===== config.mk =====
export PLATFORM = sky130hd
export DESIGN_NAME = programmable_interrupt_controller_top_flat
export DESIGN_NICKNAME = d
export VERILOG_FILES = /design/src/sv/pic_pkg.sv /design/src/sv/pic_if.sv /design/src/sv/programmable_interrupt_controller_top.sv /design/src/sv/pic_core.sv /design/src/flat_wrapper.sv
export SDC_FILE = /design/constraint.sdc
export NUM_CORES = 1
export LEC_CHECK = 0
export BUFFER_PORTS_ARGS = -buffer_cell sky130_fd_sc_hd__clkbuf_2
export CAP_MARGIN = 20
export CORE_MARGIN = 4
export CORE_UTILIZATION = 60
export CTS_CLUSTER_DIAMETER = 60
export DETAILED_ROUTE_END_ITERATION = 12
export PLACE_DENSITY = 0.89
export SLEW_MARGIN = 20
export SYNTH_ARGS = -nofsm -noshare
export SYNTH_HDL_FRONTEND = slang
export SYNTH_SLANG_ARGS = --single-unit
export TNS_END_PERCENT = 1

===== constraint.sdc =====
create_clock -name clk_i -period 8.2 [get_ports clk_i]
set_clock_uncertainty 0.15 [all_clocks]
set_input_delay 0.82 -clock clk_i [delete_from_list [all_inputs] [get_ports clk_i]]
set_output_delay 0.82 -clock clk_i [all_outputs]
set_load 0.03 [all_outputs]

===== src/sv/pic_pkg.sv =====
// Shared types, codes and priority helpers for the interrupt controller.
package pic_pkg;

  typedef enum logic [1:0] {
    FN_TICK  = 2'd0,
    FN_READ  = 2'd1,
    FN_WRITE = 2'd2,
    FN_ACK   = 2'd3
  } func_e;

  typedef struct packed {
    func_e       func;
    logic        addr;
    logic [7:0]  wdata;
    logic [7:0]  irq_lines;
  } in_item_t;

  typedef struct packed {
    logic [7:0]  rdata;
    logic        int_out;
    logic        spurious;
  } out_item_t;

  // Init sequence position
  localparam logic [1:0] STEP_READY = 2'd0;
  localparam logic [1:0] STEP_ICW2  = 2'd1;
  localparam logic [1:0] STEP_ICW3  = 2'd2;
  localparam logic [1:0] STEP_ICW4  = 2'd3;

  // Command byte bit positions
  localparam int unsigned CMD_ICW1_BIT  = 4;
  localparam int unsigned CMD_OCW3_BIT  = 3;
  localparam int unsigned CMD_EOI_BIT   = 5;
  localparam int unsigned CMD_SL_BIT    = 6;
  localparam int unsigned CMD_POLL_BIT  = 2;
  localparam int unsigned CMD_RR_BIT    = 1;
  localparam int unsigned CMD_RIS_BIT   = 0;
  localparam int unsigned ICW1_LTIM_BIT = 3;
  localparam int unsigned ICW1_SNGL_BIT = 1;
  localparam int unsigned ICW1_IC4_BIT  = 0;
  localparam int unsigned ICW4_AEOI_BIT = 1;

  localparam logic [7:0] MASK_RESET = 8'hFF;
  localparam logic [7:0] POLL_FLAG  = 8'h80;
  localparam logic [7:0] POLL_NONE  = 8'h07;
  localparam logic [2:0] LEVEL_SPUR = 3'd7;
  localparam logic [3:0] NO_LEVEL   = 4'd8;

  // Level of the eligible request; bit 3 set when there is none.
  function automatic logic [3:0] eligible_level(input logic [7:0] irr,
                                                input logic [7:0] isr,
                                                input logic [7:0] imr);
    logic [7:0] pend;
    logic [7:0] upto;
    logic [3:0] lvl;
    pend = irr & ~imr;
    lvl  = NO_LEVEL;
    for (int i = 7; i >= 0; i--) begin
      if (pend[i]) lvl = 4'(i);
    end
    // Block on any in-service level at or above this one
    upto = (8'd2 << lvl[2:0]) - 8'd1;
    if (!lvl[3] && ((isr & upto) != 8'd0)) lvl = NO_LEVEL;
    return lvl;
  endfunction

  // One-hot of the lowest set bit, zero when none.
  function automatic logic [7:0] lowest_one(input logic [7:0] v);
    return v & (~v + 8'd1);
  endfunction

endpackage


===== src/sv/pic_if.sv =====
// Valid/ready channel interfaces for controller items and results.
interface pic_in_if;
  import pic_pkg::*;
  logic     valid;
  logic     ready;
  in_item_t data;
  modport source (output valid, output data, input ready);
  modport sink   (input valid, input data, output ready);
endinterface

interface pic_out_if;
  import pic_pkg::*;
  logic      valid;
  logic      ready;
  out_item_t data;
  modport source (output valid, output data, input ready);
  modport sink   (input valid, input data, output ready);
endinterface


===== src/sv/programmable_interrupt_controller_top.sv =====
// Top level: input register, controller core and result register.
//
//   channel  dir   modport  payload
//   in_i     in    sink     func, addr, wdata, irq_lines
//   out_o    out   source   rdata, int_out, spurious
//
// One item per cycle sustained while results are taken; an accepted item goes
// to the input register, then its result to the result register (out_o.data).
// The core state advances when the input register hands its item to the
// result register, so each item sees the state the previous one left.
// rst_ni resets the controller state (mask set to all ones) and clears both valid flags at once.
// A stalled result holds; the input register then holds one more item.
module programmable_interrupt_controller_top (
  input  logic     clk_i,
  input  logic     rst_ni,
  pic_in_if.sink   in_i,
  pic_out_if.source out_o
);
  import pic_pkg::*;

  in_item_t  in_q;
  logic      in_vld_q, in_vld_d;
  out_item_t out_q;
  out_item_t res;
  logic      out_vld_q, out_vld_d;
  logic      adv;
  logic      in_take;

  assign adv       = in_vld_q & (~out_vld_q | out_o.ready);
  assign in_i.ready = ~in_vld_q | adv;
  assign in_take   = in_i.valid & in_i.ready;
  assign in_vld_d  = in_take | (in_vld_q & ~adv);
  assign out_vld_d = adv | (out_vld_q & ~out_o.ready);

  pic_core u_core (
    .clk_i  (clk_i),
    .rst_ni (rst_ni),
    .en_i   (adv),
    .item_i (in_q),
    .res_o  (res)
  );

  always_ff @(posedge clk_i or negedge rst_ni) begin
    if (!rst_ni) begin
      in_vld_q  <= 1'b0;
      out_vld_q <= 1'b0;
    end else begin
      in_vld_q  <= in_vld_d;
      out_vld_q <= out_vld_d;
    end
  end

  always_ff @(posedge clk_i) begin
    if (in_take) in_q  <= in_i.data;
    if (adv)     out_q <= res;
  end

  assign out_o.valid = out_vld_q;
  assign out_o.data  = out_q;

endmodule


===== src/sv/pic_core.sv =====
// Controller state registers and the per-item update and result logic.
module pic_core (
  input  logic               clk_i,
  input  logic               rst_ni,
  input  logic               en_i,
  input  pic_pkg::in_item_t  item_i,
  output pic_pkg::out_item_t res_o
);
  import pic_pkg::*;

  logic [7:0] irr_q, irr_d, isr_q, isr_d, imr_q, imr_d, last_q, last_d;
  logic [4:0] vec_q, vec_d;
  logic [1:0] step_q, step_d;
  logic       icw4_q, icw4_d, single_q, single_d, aeoi_q, aeoi_d;
  logic       level_q, level_d, sel_q, sel_d, poll_q, poll_d;

  logic [7:0] irr_s;
  logic [3:0] elig;
  logic [3:0] elig_post;
  logic [7:0] take_bit;
  logic [7:0] wd;
  logic       do_take;

  always_comb begin
    wd    = item_i.wdata;
    irr_s = level_q ? item_i.irq_lines : (irr_q | (item_i.irq_lines & ~last_q));
    elig  = eligible_level(irr_s, isr_q, imr_q);
    take_bit = 8'd1 << elig[2:0];

    irr_d    = irr_s;
    isr_d    = isr_q;
    imr_d    = imr_q;
    last_d   = item_i.irq_lines;
    vec_d    = vec_q;
    step_d   = step_q;
    icw4_d   = icw4_q;
    single_d = single_q;
    aeoi_d   = aeoi_q;
    level_d  = level_q;
    sel_d    = sel_q;
    poll_d   = poll_q;
    do_take  = 1'b0;

    res_o.rdata    = 8'd0;
    res_o.spurious = 1'b0;

    case (item_i.func)
      FN_READ: begin
        if (poll_q) begin
          poll_d = 1'b0;
          if (!elig[3]) begin
            res_o.rdata = POLL_FLAG | {5'd0, elig[2:0]};
            do_take     = 1'b1;
          end else begin
            res_o.rdata    = POLL_NONE;
            res_o.spurious = 1'b1;
          end
        end else if (item_i.addr) begin
          res_o.rdata = imr_q;
        end else begin
          res_o.rdata = sel_q ? isr_q : irr_s;
        end
      end
      FN_WRITE: begin
        if (item_i.addr) begin
          case (step_q)
            STEP_ICW2: begin
              vec_d = wd[7:3];
              if (single_q) step_d = icw4_q ? STEP_ICW4 : STEP_READY;
              else          step_d = STEP_ICW3;
            end
            STEP_ICW3: step_d = icw4_q ? STEP_ICW4 : STEP_READY;
            STEP_ICW4: begin
              aeoi_d = wd[ICW4_AEOI_BIT];
              step_d = STEP_READY;
            end
            default: imr_d = wd;
          endcase
        end else if (wd[CMD_ICW1_BIT]) begin
          // Restart init; current lines stay as the edge reference
          irr_d    = 8'd0;
          isr_d    = 8'd0;
          imr_d    = 8'd0;
          poll_d   = 1'b0;
          sel_d    = 1'b0;
          level_d  = wd[ICW1_LTIM_BIT];
          single_d = wd[ICW1_SNGL_BIT];
          icw4_d   = wd[ICW1_IC4_BIT];
          if (!wd[ICW1_IC4_BIT]) aeoi_d = 1'b0;
          step_d   = STEP_ICW2;
        end else if (wd[CMD_OCW3_BIT]) begin
          if (wd[CMD_POLL_BIT]) poll_d = 1'b1;
          if (wd[CMD_RR_BIT])   sel_d  = wd[CMD_RIS_BIT];
        end else if (wd[CMD_EOI_BIT]) begin
          if (wd[CMD_SL_BIT]) isr_d = isr_q & ~(8'd1 << wd[2:0]);
          else                isr_d = isr_q & ~lowest_one(isr_q);
        end
      end
      FN_ACK: begin
        if (!elig[3]) begin
          res_o.rdata = {vec_q, elig[2:0]};
          do_take     = 1'b1;
        end else begin
          res_o.rdata    = {vec_q, LEVEL_SPUR};
          res_o.spurious = 1'b1;
        end
      end
      default: ;
    endcase

    if (do_take) begin
      irr_d = irr_s & ~take_bit;
      if (!aeoi_q) isr_d = isr_q | take_bit;
    end

    elig_post     = eligible_level(irr_d, isr_d, imr_d);
    res_o.int_out = ~elig_post[3];
  end

  always_ff @(posedge clk_i or negedge rst_ni) begin
    if (!rst_ni) begin
      irr_q    <= 8'd0;
      isr_q    <= 8'd0;
      imr_q    <= MASK_RESET;
      last_q   <= 8'd0;
      vec_q    <= 5'd0;
      step_q   <= STEP_READY;
      icw4_q   <= 1'b0;
      single_q <= 1'b0;
      aeoi_q   <= 1'b0;
      level_q  <= 1'b0;
      sel_q    <= 1'b0;
      poll_q   <= 1'b0;
    end else if (en_i) begin
      irr_q    <= irr_d;
      isr_q    <= isr_d;
      imr_q    <= imr_d;
      last_q   <= last_d;
      vec_q    <= vec_d;
      step_q   <= step_d;
      icw4_q   <= icw4_d;
      single_q <= single_d;
      aeoi_q   <= aeoi_d;
      level_q  <= level_d;
      sel_q    <= sel_d;
      poll_q   <= poll_d;
    end
  end

endmodule

===== src/flat_wrapper.sv =====
// flat-port wrapper written by rule: the top's interface ports become plain ports
module programmable_interrupt_controller_top_flat import pic_pkg::*;
  (clk_i, rst_ni, in_i_valid, in_i_data, in_i_ready, out_o_valid, out_o_data, out_o_ready);
  pic_in_if in_i_i ();
  pic_out_if out_o_i ();
  input  logic clk_i;
  input  logic rst_ni;
  input wire logic [$bits(in_i_i.valid)-1:0] in_i_valid;
  input wire logic [$bits(in_i_i.data)-1:0] in_i_data;
  output wire logic [$bits(in_i_i.ready)-1:0] in_i_ready;
  output wire logic [$bits(out_o_i.valid)-1:0] out_o_valid;
  output wire logic [$bits(out_o_i.data)-1:0] out_o_data;
  input wire logic [$bits(out_o_i.ready)-1:0] out_o_ready;
  assign in_i_i.valid = in_i_valid;
  assign in_i_i.data = in_i_data;
  assign in_i_ready = in_i_i.ready;
  assign out_o_valid = out_o_i.valid;
  assign out_o_data = out_o_i.data;
  assign out_o_i.ready = out_o_ready;
  programmable_interrupt_controller_top u_core (.clk_i(clk_i), .rst_ni(rst_ni), .in_i(in_i_i), .out_o(out_o_i));
endmodule

==> metrics.yaml <==
outcome:
  status: "complete, no violations"
sta:
  maxSlewHeadroom_pct: 34.64
  setup_ws_ns: 1.692
  finalSetupViolCount: 0
  tightest_slew_ns: 0.9803
  holdWs_ns: 0.3405
  hold_violations: 0
  min_period_ns: 6.508
  drv_slew: 0
  fin_setup_tns_ns: 0
  finalCritPeriodShare_pct: 79.37
  rsz0062_at_grt: "no"
  fmax_mhz: 153.7
logic_synthesis:
  synth_adder_area_share_pct: 1.300
  synthesis.area_mm2: 0.004811
  synth_seq_cells: 76
  yosys_warnings: 0
  synth_top_area_share_pct: 20.29
  synth_common_cells: "nand2_1 (93), o21ai_0 (44), dfrtp_1 (39), nor2_1 (39), a21oi_1 (33)"
  synth_simple_gate_area_share_pct: 23.41
  synth_cell_types: 79
  synth_area_leader_cell: "dfrtp_1"
  syn_avg_cell_area_um2: 8.942
  synth_top_family_by_area: "compound AO/OA/AOI/OAI gates"
  ys.flop_type: "dfrtp_1"
  yosysMostFrequentCell: "nand2_1"
  synth-edff-count: 29
  synth_fp_nets: 566
  synth_async_sr_flop_share_pct: 61.84
  synthCells: 538
  synthXorXnorAreaFrac_pct: 0
  synth_area_leaders: "dfrtp_1 (20%), edfxtp_1 (18%), nand2_1 (7.3%)"
  synth_compound_area_share_pct: 26.42
  ys_seq_area_share_pct: 42.76
  synth_mux_area_share_pct: 2.081
clock_network:
  clock_path_buffers: 2
  clk_latency_ns: 0.37
  root_buffer: "clkbuf_8"
  cts_resized: 0
  cts_hold_buf: 0
  cts.sinks: 76
  clkTransAtPathRegs_ns: 0.09
  post_cts_buffers: 0
  numCtsBuffers: 9
  cts_tree: "built"
  htreeDepth: 3
power:
  power_density_mw_per_mm2: 314.6
  p_switching_uw: 735.6
  ir_worst_vdd_mv: 0.1556
  p_int_uw: 909.9
  power_frac_clock_pct: 19.1
  seqPwrFrac_pct: 37.4
  swShare_pct: 44.70
  combPwrFrac_pct: 43.4
  p_leak_nw: 2.155
routing:
  via_per_inst: 6.672
  wl_per_cell_um: 21.46
  wl_um: 14330
  drtIter0Drc: 371
  vias: 4457
  firstDrtPassIters: 6
  ant_nets: 0
  route.detailed.drc: 0
worst_setup_path:
  startpoint_type: "register"
  path_delay_family: "compound AO/OA/AOI/OAI gates"
  critPathBufInv: 1
  arrival_ns: 6.54
  crit_path_end_kind: "register"
  crit_slowest_cell: "dfrtp_1"
  critPathMaxStageDelay_ns: 0.80
  crit_top_cell: "nand2b_1"
  cp_max_fo: 25
  crit_type: "register to register"
  crit_required_ns: 8.23
grt:
  antenna_found_initial: 0
  grt_max_degree: 48
  grt_pass1_wl_um: 23320
  grt.total_usage_pct: 31.06
  grt_use_met1_pct: 41.14
  grt_most_used_layer: "met2"
  gr-total-overflow: 0
  grt_use_met3_pct: 5.815
  grt_pass1_vias: 4358
  met2_usage_pct: 50.34
floorplanning:
  coreArea_mm2: 0.007767
  rows: 32
  initial_core_util_pct: 61.94
  dieWidth_um: 97.55
  dieArea_mm2: 0.009515
  die_h_um: 97.55
  pin_count: 35
flow_run:
  maxCapViolCount: 0
placed_design:
  dp_cells: 652
  placed_cell_area_mm2: 0.005020
  io_buffers: 34
  place.gp.congestion: 0.9919
  pre_cts_ws_ns: 1.831
  dpl.hpwl_um: 10500
final_layout:
  area_growth_syn_to_layout_pct: 8.739
  final_area_mm2: 0.005231
  diodes: 0
  nets: 589
  drive_above_1_share_pct: 17.14
  fin_cells: 668
worst_hold_path:
  hp-class: "register to register"
power groups by stage:
stage	Sequential (mW)	Combinational [mW]	Clock [mW]
final	0.616	0.714	0.315
after global placement	0.611	0.686	0
after CTS	0.608	0.702	0.319
after global routing	0.624	0.788	0.339
after detailed placement	0.616	0.698	0
after floorplan	0.570	0.545	0
kinds of logic after synthesis:
logic type,after synthesis
AOI/OAI and AO/OA,180
adders and majority gates,5
buffers and inverters,46
DFF,76
muxes,9
and+or+nand+nor,222
worst paths after layout:
| check | from | to | slack (ns) | cells after the start |
|---|---|---|---|---|
| setup reg to reg | u_core.u_core.level_q | u_core.out_o.data[1] | 1.69 | 25 |
| setup / recovery | u_core.u_core.level_q | u_core.out_o.data[1] | 1.69 | 25 |
| hold / removal | u_core.u_core.last_q[6] | u_core.u_core.last_q[6] | 0.34 | 2 |
| hold reg to reg | u_core.u_core.last_q[6] | u_core.u_core.last_q[6] | 0.34 | 2 |
| min in group asynchronous | rst_ni | u_core.u_core.last_q[1] | 0.40 | 2 |
| max in group asynchronous | rst_ni | u_core.u_core.isr_q[5] | 7.06 | 2 |
worst reg2reg max path, cell delays in order, from the launching register on:
cell and delay, ns:
dfrtp_1 0.80, nand2b_1 0.27, a21oi_2 0.14, o22ai_1 0.23, a21o_1 0.24, nand2_1 0.16, a21oi_1 0.25, and3_1 0.25
inv_1 0.08, ha_1 0.23, o31a_1 0.12, o21a_1 0.22, nor3_4 0.20, nand3_1 0.33, o21ai_0 0.65, and4_1 0.31
a211oi_1 0.06, o21ai_0 0.20, nand2b_1 0.09, nand2b_1 0.15, ha_1 0.29, a21oi_1 0.04, a21o_1 0.19, a311oi_1 0.25
o41ai_1 0.14, nor4_2 0.29
area by class of cell:
class	instances	area [µm²]
Fill cell	649	2536
Clock buffer	9	123.9
Inverter	20	75.07
Clock inverter	7	87.58
Tap cell	102	127.6
Multi-Input combinational cell	416	2560
Sequential cell	76	2057
Timing Repair Buffer	38	200.2
registers in the layout, summed over array words and instances (netlist names):
register	cells
u_core.in_q	19
u_core.in_vld_q	1
u_core.out_o.data	10
u_core.out_o.valid	1
u_core.u_core.aeoi_q	1
u_core.u_core.icw4_q	1
u_core.u_core.imr_q	8
u_core.u_core.irr_q	8
u_core.u_core.isr_q	8
u_core.u_core.last_q	8
u_core.u_core.level_q	1
u_core.u_core.poll_q	1
u_core.u_core.sel_q	1
u_core.u_core.single_q	1
u_core.u_core.step_q	2
u_core.u_core.vec_q	5
stage by stage:
stage	utilization [%]	total power, mW
3_3_place_gp	64.63	1.297
3_5_place_dp	64.63	1.314
5_1_grt	67.35	1.751
4_1_cts	67.35	1.629
6_report	67.35	1.646
2_1_floorplan	-	1.115
routing by layer:
metal | vias up | wire length (µm)
met3 | 35 | 1317
met1 | 2142 | 5777
met4 | 0 | 461
met2 | 245 | 6776
li1 | 2035 | -
met5 | - | 0
placed cells by master, fill, tap and decap left out, drive strengths merged, types with 10 or more instances in the layout:
cell type / count
dfrtp: 39
nand2: 95
clkbuf: 43
nor2: 39
nand2b: 16
edfxtp: 29
o21ai: 46
inv: 25
nor2b: 12
a22o: 10
a31oi: 12
a21oi: 38
nand3: 14
Note: power is estimated with default switching activity, not from simulation.
